==> src/sv/wbps_pkg.sv <==
// ----------------------------------------------------------------------------
// wbps_pkg
// Shared types and constants of the wildcard byte pattern scanner.
// ----------------------------------------------------------------------------
package wbps_pkg;

   // Window depth in bytes (largest signature), range 1 to 16
   localparam int PATTERN_MAX = 16;
   // Width of the segment byte position, range 8 to 48
   localparam int OFFSET_BITS = 32;

   localparam int LEN_W      = $clog2(PATTERN_MAX + 1);
   localparam int IDX_W      = (PATTERN_MAX > 1) ? $clog2(PATTERN_MAX) : 1;
   localparam int CMP_W      = (OFFSET_BITS > 32) ? OFFSET_BITS : 32;

   // Fixed register and field widths
   localparam int DATA_W     = 64;
   localparam int CARE_W     = 16;
   localparam int LEN_CFG_W  = 5;
   localparam int START_W    = 32;
   localparam int COUNT_W    = 16;
   localparam int ADDR_W     = 64;
   localparam int OFS_OUT_W  = 32;
   localparam int CSR_IDX_W  = 3;

   // Queue between front and back (power of two)
   localparam int QUEUE_DEPTH = 2;
   localparam int QPTR_W      = (QUEUE_DEPTH > 1) ? $clog2(QUEUE_DEPTH) : 1;
   localparam int QFILL_W     = $clog2(QUEUE_DEPTH + 1);

   // Register indexes
   localparam logic [CSR_IDX_W-1:0] CSR_PATTERN_LOW    = 3'd0;
   localparam logic [CSR_IDX_W-1:0] CSR_PATTERN_HIGH   = 3'd1;
   localparam logic [CSR_IDX_W-1:0] CSR_CARE_MASK      = 3'd2;
   localparam logic [CSR_IDX_W-1:0] CSR_PATTERN_LENGTH = 3'd3;
   localparam logic [CSR_IDX_W-1:0] CSR_START_OFFSET   = 3'd4;
   localparam logic [CSR_IDX_W-1:0] CSR_MAX_MATCHES    = 3'd5;
   localparam logic [CSR_IDX_W-1:0] CSR_BASE_ADDRESS   = 3'd6;

   typedef enum logic {
      REC_MATCH = 1'b0,
      REC_END   = 1'b1
   } record_kind_type;

   typedef struct packed {
      logic [DATA_W-1:0]    pattern_low;
      logic [DATA_W-1:0]    pattern_high;
      logic [CARE_W-1:0]    care_mask;
      logic [LEN_CFG_W-1:0] pattern_length;
      logic [START_W-1:0]   start_offset;
      logic [COUNT_W-1:0]   max_matches;
      logic [ADDR_W-1:0]    base_address;
   } cfg_type;

   // Outcome of one byte: a match record, an end record, or both
   typedef struct packed {
      logic                   has_match;
      logic                   has_end;
      logic [OFFSET_BITS-1:0] start_pos;
      logic [COUNT_W-1:0]     count;
   } entry_type;

endpackage

==> src/sv/wbps_front.sv <==
// ----------------------------------------------------------------------------
// wbps_front
// Byte window, masked signature compare and match bookkeeping; one byte
// per cycle while accept is high, pushing an entry for each record byte.
// ----------------------------------------------------------------------------
module wbps_front (
   input  logic                          clock,
   input  logic                          reset,
   input  wbps_pkg::cfg_type             cfg,
   input  logic                          accept,
   input  logic [7:0]                    data_byte,
   input  logic                          last_byte,
   output logic                          push,
   output wbps_pkg::entry_type           push_entry
);

   logic [7:0]                           win_ff [wbps_pkg::PATTERN_MAX];
   logic [7:0]                           win_in [wbps_pkg::PATTERN_MAX];
   logic [wbps_pkg::OFFSET_BITS-1:0]     pos_ff, pos_in;
   logic [wbps_pkg::COUNT_W-1:0]         found_ff, found_in;
   logic                                 limit_ff, limit_in;

   logic [wbps_pkg::LEN_W-1:0]           len_used;
   logic [wbps_pkg::LEN_W-1:0]           rev_idx [wbps_pkg::PATTERN_MAX];
   logic [wbps_pkg::PATTERN_MAX-1:0]     byte_hit;
   logic [2*wbps_pkg::DATA_W-1:0]        sig_all;
   logic [wbps_pkg::OFFSET_BITS-1:0]     filled;
   logic [wbps_pkg::OFFSET_BITS-1:0]     start_pos;
   logic [wbps_pkg::CMP_W-1:0]           start_ext, limit_ext;
   logic                                 advance, full_enough, room, emit;

   // Clamp the signature length to 1..PATTERN_MAX
   always_comb begin
      if (cfg.pattern_length == '0) begin
         len_used = wbps_pkg::LEN_W'(1);
      end else if (cfg.pattern_length >
                   wbps_pkg::LEN_CFG_W'(wbps_pkg::PATTERN_MAX)) begin
         len_used = wbps_pkg::LEN_W'(wbps_pkg::PATTERN_MAX);
      end else begin
         len_used = wbps_pkg::LEN_W'(cfg.pattern_length);
      end
   end

   // Shift in the new byte, newest at index 0
   always_comb begin
      win_in[0] = data_byte;
      for (int i = 1; i < wbps_pkg::PATTERN_MAX; i++) begin
         win_in[i] = win_ff[i-1];
      end
   end

   // Compare every signature byte against its window byte in parallel
   assign sig_all = {cfg.pattern_high, cfg.pattern_low};

   always_comb begin
      for (int i = 0; i < wbps_pkg::PATTERN_MAX; i++) begin
         rev_idx[i]  = len_used - wbps_pkg::LEN_W'(i) - wbps_pkg::LEN_W'(1);
         byte_hit[i] = (wbps_pkg::LEN_W'(i) >= len_used) || !cfg.care_mask[i] ||
                       (win_in[rev_idx[i][wbps_pkg::IDX_W-1:0]] == sig_all[8*i +: 8]);
      end
   end

   // Position, start offset and limit checks
   assign advance     = (pos_ff != '1);
   assign filled      = pos_ff + wbps_pkg::OFFSET_BITS'(1);
   assign full_enough = (filled >= wbps_pkg::OFFSET_BITS'(len_used));
   assign start_pos   = filled - wbps_pkg::OFFSET_BITS'(len_used);
   assign start_ext   = wbps_pkg::CMP_W'(start_pos);
   assign limit_ext   = wbps_pkg::CMP_W'(cfg.start_offset);
   assign room        = !limit_ff &&
                        ((cfg.max_matches == '0) || (found_ff < cfg.max_matches));
   assign emit        = advance && full_enough && (&byte_hit) &&
                        (start_ext >= limit_ext) && room;

   // Next scan state
   always_comb begin
      pos_in   = pos_ff;
      found_in = found_ff;
      limit_in = limit_ff;
      if (advance) begin
         pos_in = filled;
      end
      if (emit) begin
         if (found_ff != '1) begin
            found_in = found_ff + wbps_pkg::COUNT_W'(1);
         end
         if ((cfg.max_matches != '0) && (found_in >= cfg.max_matches)) begin
            limit_in = 1'b1;
         end
      end
   end

   // Entry for the queue
   assign push                 = accept && (emit || last_byte);
   assign push_entry.has_match = emit;
   assign push_entry.has_end   = last_byte;
   assign push_entry.start_pos = start_pos;
   assign push_entry.count     = found_in;

   // Update scan state; clear it after the last byte of a segment
   always_ff @(posedge clock) begin
      if (reset || (accept && last_byte)) begin
         for (int i = 0; i < wbps_pkg::PATTERN_MAX; i++) begin
            win_ff[i] <= '0;
         end
         pos_ff   <= '0;
         found_ff <= '0;
         limit_ff <= 1'b0;
      end else if (accept) begin
         win_ff   <= win_in;
         pos_ff   <= pos_in;
         found_ff <= found_in;
         limit_ff <= limit_in;
      end
   end

endmodule

==> src/sv/wbps_queue.sv <==
// ----------------------------------------------------------------------------
// wbps_queue
// Short register queue of pending entries between front and back.
// ----------------------------------------------------------------------------
module wbps_queue (
   input  logic                 clock,
   input  logic                 reset,
   input  logic                 push,
   input  wbps_pkg::entry_type  push_entry,
   input  logic                 pop,
   output wbps_pkg::entry_type  head,
   output logic                 not_empty,
   output logic                 full
);

   wbps_pkg::entry_type              slot_ff [wbps_pkg::QUEUE_DEPTH];
   logic [wbps_pkg::QPTR_W-1:0]      wr_ptr_ff, rd_ptr_ff;
   logic [wbps_pkg::QFILL_W-1:0]     fill_ff;

   assign head      = slot_ff[rd_ptr_ff];
   assign not_empty = (fill_ff != '0);
   assign full      = (fill_ff == wbps_pkg::QFILL_W'(wbps_pkg::QUEUE_DEPTH));

   // Advance pointers and fill count
   always_ff @(posedge clock) begin
      if (reset) begin
         wr_ptr_ff <= '0;
         rd_ptr_ff <= '0;
         fill_ff   <= '0;
      end else begin
         if (push) begin
            wr_ptr_ff <= wr_ptr_ff + wbps_pkg::QPTR_W'(1);
         end
         if (pop) begin
            rd_ptr_ff <= rd_ptr_ff + wbps_pkg::QPTR_W'(1);
         end
         if (push && !pop) begin
            fill_ff <= fill_ff + wbps_pkg::QFILL_W'(1);
         end else if (pop && !push) begin
            fill_ff <= fill_ff - wbps_pkg::QFILL_W'(1);
         end
      end
   end

   // Store entries
   always_ff @(posedge clock) begin
      if (push) begin
         slot_ff[wr_ptr_ff] <= push_entry;
      end
   end

endmodule

==> src/sv/wbps_back.sv <==
// ----------------------------------------------------------------------------
// wbps_back
// Turns queue entries into output words: a match word, an end word, or a
// match word followed by an end word; forms the match address.
// ----------------------------------------------------------------------------
module wbps_back (
   input  logic                              clock,
   input  logic                              reset,
   input  logic [wbps_pkg::ADDR_W-1:0]       base_address,
   input  wbps_pkg::entry_type               head,
   input  logic                              not_empty,
   output logic                              pop,
   output logic                              rsp_valid,
   input  logic                              rsp_ready,
   output logic                              rsp_record_kind,
   output logic [wbps_pkg::OFS_OUT_W-1:0]    rsp_match_offset,
   output logic [wbps_pkg::ADDR_W-1:0]       rsp_match_address,
   output logic [wbps_pkg::COUNT_W-1:0]      rsp_match_count,
   output logic                              rsp_last_of_run
);

   logic                                 out_valid_ff, out_valid_in;
   logic                                 pend_end_ff, pend_end_in;
   wbps_pkg::record_kind_type            kind_ff, kind_in;
   logic [wbps_pkg::OFS_OUT_W-1:0]       offset_ff, offset_in;
   logic [wbps_pkg::ADDR_W-1:0]          address_ff, address_in;
   logic [wbps_pkg::COUNT_W-1:0]         count_ff, count_in;
   logic                                 last_ff, last_in;
   logic [wbps_pkg::CMP_W-1:0]           head_pos_ext;
   logic                                 slot_free;

   assign slot_free    = !out_valid_ff || rsp_ready;
   assign head_pos_ext = wbps_pkg::CMP_W'(head.start_pos);

   // Load the output word from the pending end or the queue head
   always_comb begin
      out_valid_in = out_valid_ff && !rsp_ready;
      pend_end_in  = pend_end_ff;
      kind_in      = kind_ff;
      offset_in    = offset_ff;
      address_in   = address_ff;
      count_in     = count_ff;
      last_in      = last_ff;
      pop          = 1'b0;
      if (slot_free) begin
         if (pend_end_ff) begin
            out_valid_in = 1'b1;
            pend_end_in  = 1'b0;
            kind_in      = wbps_pkg::REC_END;
            offset_in    = '0;
            address_in   = '0;
            last_in      = 1'b1;
         end else if (not_empty) begin
            pop          = 1'b1;
            out_valid_in = 1'b1;
            count_in     = head.count;
            if (head.has_match) begin
               kind_in     = wbps_pkg::REC_MATCH;
               offset_in   = head_pos_ext[wbps_pkg::OFS_OUT_W-1:0];
               address_in  = base_address + wbps_pkg::ADDR_W'(head.start_pos);
               last_in     = !head.has_end;
               pend_end_in = head.has_end;
            end else begin
               kind_in    = wbps_pkg::REC_END;
               offset_in  = '0;
               address_in = '0;
               last_in    = 1'b1;
            end
         end
      end
   end

   // Hold control state
   always_ff @(posedge clock) begin
      if (reset) begin
         out_valid_ff <= 1'b0;
         pend_end_ff  <= 1'b0;
      end else begin
         out_valid_ff <= out_valid_in;
         pend_end_ff  <= pend_end_in;
      end
   end

   // Hold the output word
   always_ff @(posedge clock) begin
      kind_ff    <= kind_in;
      offset_ff  <= offset_in;
      address_ff <= address_in;
      count_ff   <= count_in;
      last_ff    <= last_in;
   end

   assign rsp_valid         = out_valid_ff;
   assign rsp_record_kind   = kind_ff;
   assign rsp_match_offset  = offset_ff;
   assign rsp_match_address = address_ff;
   assign rsp_match_count   = count_ff;
   assign rsp_last_of_run   = last_ff;

   // A pending end word always follows a match word still on the port
   a_pend_needs_word: assert property (@(posedge clock) disable iff (reset)
      pend_end_ff |-> out_valid_ff)
      else $error("pending end word without a match word on the port");

   // An end word always closes its run
   a_end_is_last: assert property (@(posedge clock) disable iff (reset)
      (rsp_valid && (kind_ff == wbps_pkg::REC_END)) |-> rsp_last_of_run)
      else $error("end word without last_of_run");

   // A match word counts itself
   a_match_counted: assert property (@(posedge clock) disable iff (reset)
      (rsp_valid && (kind_ff == wbps_pkg::REC_MATCH)) |-> (rsp_match_count != '0))
      else $error("match word with zero count");

   // The end word follows its match word directly
   a_end_follows: assert property (@(posedge clock) disable iff (reset)
      (pend_end_ff && rsp_ready) |=> (rsp_valid && (kind_ff == wbps_pkg::REC_END)))
      else $error("end word did not follow its match word");

endmodule

==> src/sv/wildcard_byte_pattern_scanner.sv <==
// ----------------------------------------------------------------------------
// wildcard_byte_pattern_scanner
// Streams segment bytes through a window and reports wildcard signature hits.
// ----------------------------------------------------------------------------
// The scanner takes one segment byte per cycle on req_ while req_ready is
// high, compares the last pattern_length bytes against the signature (clear
// care bits are wildcards) and returns words on rsp_: a match word with
// offset, address and running count, and on the last byte an end word with
// the count, after which the scan state starts over. A byte is compared in
// the cycle it is taken; its entry waits in a two-entry queue, then goes to
// the output register. The back stage puts out one word per cycle while
// rsp_ready is high; a byte ending both a match and the segment yields two
// words. req_ready drops only while the queue is full. The user must write
// registers through csr_ while the block is idle; the block does not enforce it.
// ----------------------------------------------------------------------------
module wildcard_byte_pattern_scanner (
   input  logic                              clock,
   input  logic                              reset,
   input  logic                              csr_wr_en,
   input  logic [wbps_pkg::CSR_IDX_W-1:0]    csr_index,
   input  logic [wbps_pkg::DATA_W-1:0]       csr_data,
   input  logic                              req_valid,
   output logic                              req_ready,
   input  logic [7:0]                        req_data_byte,
   input  logic                              req_last_byte,
   output logic                              rsp_valid,
   input  logic                              rsp_ready,
   output logic                              rsp_record_kind,
   output logic [wbps_pkg::OFS_OUT_W-1:0]    rsp_match_offset,
   output logic [wbps_pkg::ADDR_W-1:0]       rsp_match_address,
   output logic [wbps_pkg::COUNT_W-1:0]      rsp_match_count,
   output logic                              rsp_last_of_run
);

   wbps_pkg::cfg_type    cfg_ff;
   wbps_pkg::entry_type  push_entry, head;
   logic                 push, pop, not_empty, full, accept;

   // Write configuration registers
   always_ff @(posedge clock) begin
      if (reset) begin
         cfg_ff.pattern_low    <= '0;
         cfg_ff.pattern_high   <= '0;
         cfg_ff.care_mask      <= '1;
         cfg_ff.pattern_length <= wbps_pkg::LEN_CFG_W'(1);
         cfg_ff.start_offset   <= '0;
         cfg_ff.max_matches    <= '0;
         cfg_ff.base_address   <= '0;
      end else if (csr_wr_en) begin
         case (csr_index)
            wbps_pkg::CSR_PATTERN_LOW: begin
               cfg_ff.pattern_low <= csr_data;
            end
            wbps_pkg::CSR_PATTERN_HIGH: begin
               cfg_ff.pattern_high <= csr_data;
            end
            wbps_pkg::CSR_CARE_MASK: begin
               cfg_ff.care_mask <= csr_data[wbps_pkg::CARE_W-1:0];
            end
            wbps_pkg::CSR_PATTERN_LENGTH: begin
               cfg_ff.pattern_length <= csr_data[wbps_pkg::LEN_CFG_W-1:0];
            end
            wbps_pkg::CSR_START_OFFSET: begin
               cfg_ff.start_offset <= csr_data[wbps_pkg::START_W-1:0];
            end
            wbps_pkg::CSR_MAX_MATCHES: begin
               cfg_ff.max_matches <= csr_data[wbps_pkg::COUNT_W-1:0];
            end
            wbps_pkg::CSR_BASE_ADDRESS: begin
               cfg_ff.base_address <= csr_data;
            end
            default: begin
            end
         endcase
      end
   end

   // Take a byte whenever the queue has room
   assign req_ready = !full;
   assign accept    = req_valid && req_ready;

   wbps_front u_front (
      .clock      (clock),
      .reset      (reset),
      .cfg        (cfg_ff),
      .accept     (accept),
      .data_byte  (req_data_byte),
      .last_byte  (req_last_byte),
      .push       (push),
      .push_entry (push_entry)
   );

   wbps_queue u_queue (
      .clock      (clock),
      .reset      (reset),
      .push       (push),
      .push_entry (push_entry),
      .pop        (pop),
      .head       (head),
      .not_empty  (not_empty),
      .full       (full)
   );

   wbps_back u_back (
      .clock             (clock),
      .reset             (reset),
      .base_address      (cfg_ff.base_address),
      .head              (head),
      .not_empty         (not_empty),
      .pop               (pop),
      .rsp_valid         (rsp_valid),
      .rsp_ready         (rsp_ready),
      .rsp_record_kind   (rsp_record_kind),
      .rsp_match_offset  (rsp_match_offset),
      .rsp_match_address (rsp_match_address),
      .rsp_match_count   (rsp_match_count),
      .rsp_last_of_run   (rsp_last_of_run)
   );

endmodule

==> config.mk <==
export PLATFORM = sky130hd
export DESIGN_NAME = wildcard_byte_pattern_scanner
export DESIGN_NICKNAME = d
export VERILOG_FILES = /design/src/sv/wbps_pkg.sv /design/src/sv/wbps_front.sv /design/src/sv/wbps_queue.sv /design/src/sv/wbps_back.sv /design/src/sv/wildcard_byte_pattern_scanner.sv
export SDC_FILE = /design/constraint.sdc
export NUM_CORES = 2
export LEC_CHECK = 0
export BUFFER_PORTS_ARGS = -buffer_cell sky130_fd_sc_hd__buf_2
export CORE_MARGIN = 2
export CORE_UTILIZATION = 65
export CTS_CLUSTER_SIZE = 8
export DETAILED_ROUTE_END_ITERATION = 8
export PLACE_DENSITY = 0.84
export RECOVER_POWER = 50
export SYNTH_ARGS = -nofsm -noshare
export SYNTH_HDL_FRONTEND = slang
export SYNTH_SLANG_ARGS = --single-unit
==> constraint.sdc <==
create_clock -name clock -period 18.9 [get_ports clock]
set_input_delay 2.835 -clock clock [delete_from_list [all_inputs] [get_ports clock]]
set_output_delay 2.835 -clock clock [all_outputs]
set_load 0.1 [all_outputs]
==> run summary <==
largest net degree at the start of global routing: 100
initial antenna violation count: 2
WL/cell: 23.7 µm
critical setup path kind: flip-flop to flip-flop
CP endpoint kind: flip-flop
critical register-to-register path startpoint: cfg_ff[112]
clock sinks: 651
critical path launch point type: flip-flop
Core Box Area: 0.0587 mm²
final critical-path required period: 11.29 ns
DRC Markers: 0
Root Driver: clkbuf_16
Mapped Avg Cell Area: 9.36 µm²
CP Max Fanout: 79
Post-synth EDFFs: 214
H-tree depth: 3
Area contributors post-synth: dfxtp_1 (23%), edfxtp_1 (17%), mux4_2 (10%), nand2_1 (9.1%), a21oi_1 (6.2%)
GRT Util Overall: 38.2%
Layout area overhead: 9.75%
final setup skew: 0.0299 ns
Leakage: 0.0152 µW
fin cells: 5003
max cap viols: 12
total CTS buffers: 91
die area: 0.0610 mm²
cell count after synthesis: 4103
hold_sp: cfg_ff[90]
maximum vdd drop: 0.000276 V
final hold violation count: 0
vias after detailed routing: 33213
Synth area leader: dfxtp_1
Setup violations, final: 0
Die Span Y: 247 µm
final core utilization: 71.8%
Hold Path Class: flip-flop to flip-flop
first-pass GRT wire length: 180000 µm
PostCTS Resize Cnt: 0
drt via density: 6.64
failing checks: max-capacitance violations, max-slew violations
syn_nets: 4302
Primary FF master, synth: dfxtp_1
RSZ-0062 raised after global routing: no
fmax: 88.6 MHz
CTS tree: yes
post-CTS setup buffers: 0
post-DP HPWL: 83000 µm
TritonRoute pass-1 iters: 6
layout cell share with drive strength beyond 1: 11.5%
Overflow after GRT: 0
Worst Tran Pin Value: 4.35 ns
Worst Path Required: 19.18 ns
Synth Cell Area: 0.0384 mm²
Max Slew Vio Count: 764
library cells used by synthesis: 85
Starting Density: 65.4%
Placer Congestion: 1.09
Boundary Pins: 197
Rows: 89
Final Net Count: 4376
Seq cells post-synth: 651
later-pin clock latency in the skew report: 0.66 ns
Total Routed Length: 119000 µm
outcome: complete, but fails checks
Slew HR: -190%
Async S/R FF share, synth: 0%
worst hold slack: 0.455 ns
register area share after synthesis: 39.5%
period utilization: 59.8%
clock slew seen by the registers of the worst setup and hold paths: 0.05 ns
CP arrival: 11.57 ns
P per Cell Area: 117 mW/mm²
Layout fillers: 4249
DRT iter0 DRCs: 3872
placed cell area: 0.0398 mm²
post-route setup TNS: 0 ns
final antenna-violating net count: 0
Die X-Extent: 247 µm
synth warn: 0
vias in the first global route: 30813
CTS Hold Bufs: 0
Placed Cells: 4857
Port Buffers: 196
Yosys top cell area share: 22.8%
final instance area: 0.0421 mm²
Clock Path Buffers: 3
Critical path origin: cfg_ff[112]
==> layout by cell type (no fill, tap or decap), types with 21 or more instances in the layout <==
| cell | netlist | layout |
|---|---|---|
| o21ai_0 | 69 | 69 |
| nand2b_1 | 26 | 25 |
| mux4_2 | 170 | 170 |
| or3_1 | 33 | 33 |
| xor2_1 | 88 | 88 |
| clkbuf_16 | 0 | 91 |
| nand3_1 | 56 | 55 |
| mux2_2 | 54 | 48 |
| mux2i_1 | 227 | 227 |
| edfxtp_1 | 214 | 214 |
| nor2_1 | 153 | 151 |
| buf_4 | 7 | 37 |
| ha_1 | 116 | 115 |
| inv_1 | 81 | 79 |
| nor2b_1 | 25 | 25 |
| buf_2 | 22 | 82 |
| a21oi_1 | 476 | 476 |
| nor3_1 | 37 | 35 |
| clkbuf_1 | 198 | 170 |
| a21o_1 | 49 | 49 |
| nand2_1 | 931 | 929 |
| and2_1 | 45 | 23 |
| nand4_1 | 59 | 59 |
| dfxtp_1 | 437 | 435 |
| nor4_1 | 22 | 21 |
| xnor2_1 | 183 | 178 |
| and3_1 | 26 | 26 |
| a221oi_1 | 23 | 23 |
==> cells by family (layout without fill, tap and decap cells) <==
kind of cell / count (synthesis) / after routing / synth area share [%]
muxes: 451 / 451 / 17.5
xor gates and xnor gates: 272 / 272 / 6.22
buffers and inverters: 347 / 473 / 3.62
and+or+nand+nor: 1490 / 1490 / 17.3
AOI/OAI and AO/OA: 774 / 774 / 12.0
other: 0 / 1 / 0
adders and majority gates: 118 / 118 / 3.88
DFF: 651 / 651 / 39.5
==> state kept, by name, indices dropped and copies added, names as in the netlist, named ones only <==
name	cells
u_front.pos_ff	32
u_queue.rd_ptr_ff	1
u_back.rsp_match_count	16
u_front.found_ff	16
u_back.rsp_match_offset	32
u_queue.fill_ff	2
u_back.rsp_match_address	64
u_queue.wr_ptr_ff	1
u_queue.slot_ff	100
cfg_ff	261
u_back.rsp_valid	1
u_back.rsp_last_of_run	1
u_back.pend_end_ff	1
u_back.rsp_record_kind	1
u_front.win_ff	120
u_front.limit_ff	1
==> per-stage QoR <==
step	setup slack (ns)	power (µW)
floorplan	11.11	3120
global placement	10.58	3410
detailed placement	10.39	3440
CTS	10.31	4940
global route	6.61	5070
finish	7.61	4920
==> worst max-delay path, stage by stage (launching register included) <==
cell	delay, ns
dfxtp_1	0.92
nand2b_1	0.25
nand2_1	3.11
ha_1	0.61
inv_1	0.06
a21o_1	0.15
a21oi_1	0.21
o21ai_0	0.11
a21oi_1	0.24
nand3_1	0.15
nor2_1	0.27
nand3_1	0.23
nor3b_1	0.75
nand3_1	0.27
nor4_1	0.22
o21ai_0	0.14
xor2_1	0.20
ha_1	0.33
nand4_1	0.12
nor2_1	0.16
nand2_1	0.08
o21ai_0	0.16
a211oi_1	0.16
nor4_2	0.55
a21oi_1	0.18
or3_1	0.37
inv_2	0.39
buf_4	0.49
==> final timing paths <==
| check | slack, ns | to | depth (start not counted) |
|---|---|---|---|
| worst min register to register | 0.46 | cfg_ff[90] | 2 |
| worst min-delay path | 0.46 | cfg_ff[90] | 2 |
| worst max-delay path | 7.61 | u_queue.slot_ff[0][42] | 27 |
| worst max register to register | 7.61 | u_queue.slot_ff[0][42] | 27 |
==> cell usage after synthesis, drive strengths merged (33+ instances only) <==
cell	instances
nand4	59
nor2	154
xnor2	184
buf	64
nor3	39
ha	116
mux4	170
o21ai	70
inv	85
edfxtp	214
mux2	54
a21oi	476
clkbuf	198
nand3	56
or3	33
dfxtp	437
a21o	49
xor2	88
mux2i	227
nand2	933
and2	45
==> layout make-up <==
cell class | count | area [µm²] | area share, %
Sequential cell | 651 | 15200 | 36.0
Clock buffer | 138 | 2460 | 5.85
Tap cell | 773 | 967 | 2.30
Clock inverter | 7 | 109 | 0.258
Timing Repair Buffer | 243 | 1150 | 2.74
Inverter | 85 | 322 | 0.763
Multi-Input combinational cell | 3105 | 21900 | 52.1
Antenna cell | 1 | 2.50 | 0.00594
==> power by group <==
| part | switching, µW | internal [µW] | leakage [µW] |
|---|---|---|---|
| Combinational | 1370 | 292 | 0.00843 |
| Clock | 616 | 890 | 0.00123 |
| Sequential | 66.3 | 1680 | 0.00559 |
==> layer usage <==
metal  track usage (%)  share of wire (%)  wire (µm)
met2              58.4                 45      52800
met1              49.8                 38      44900
met4              19.1                5.5       6470
met3              10.8                 12      14300
met5                 0                  0          0
No activity file was read; power rests on OpenSTA's default activity.
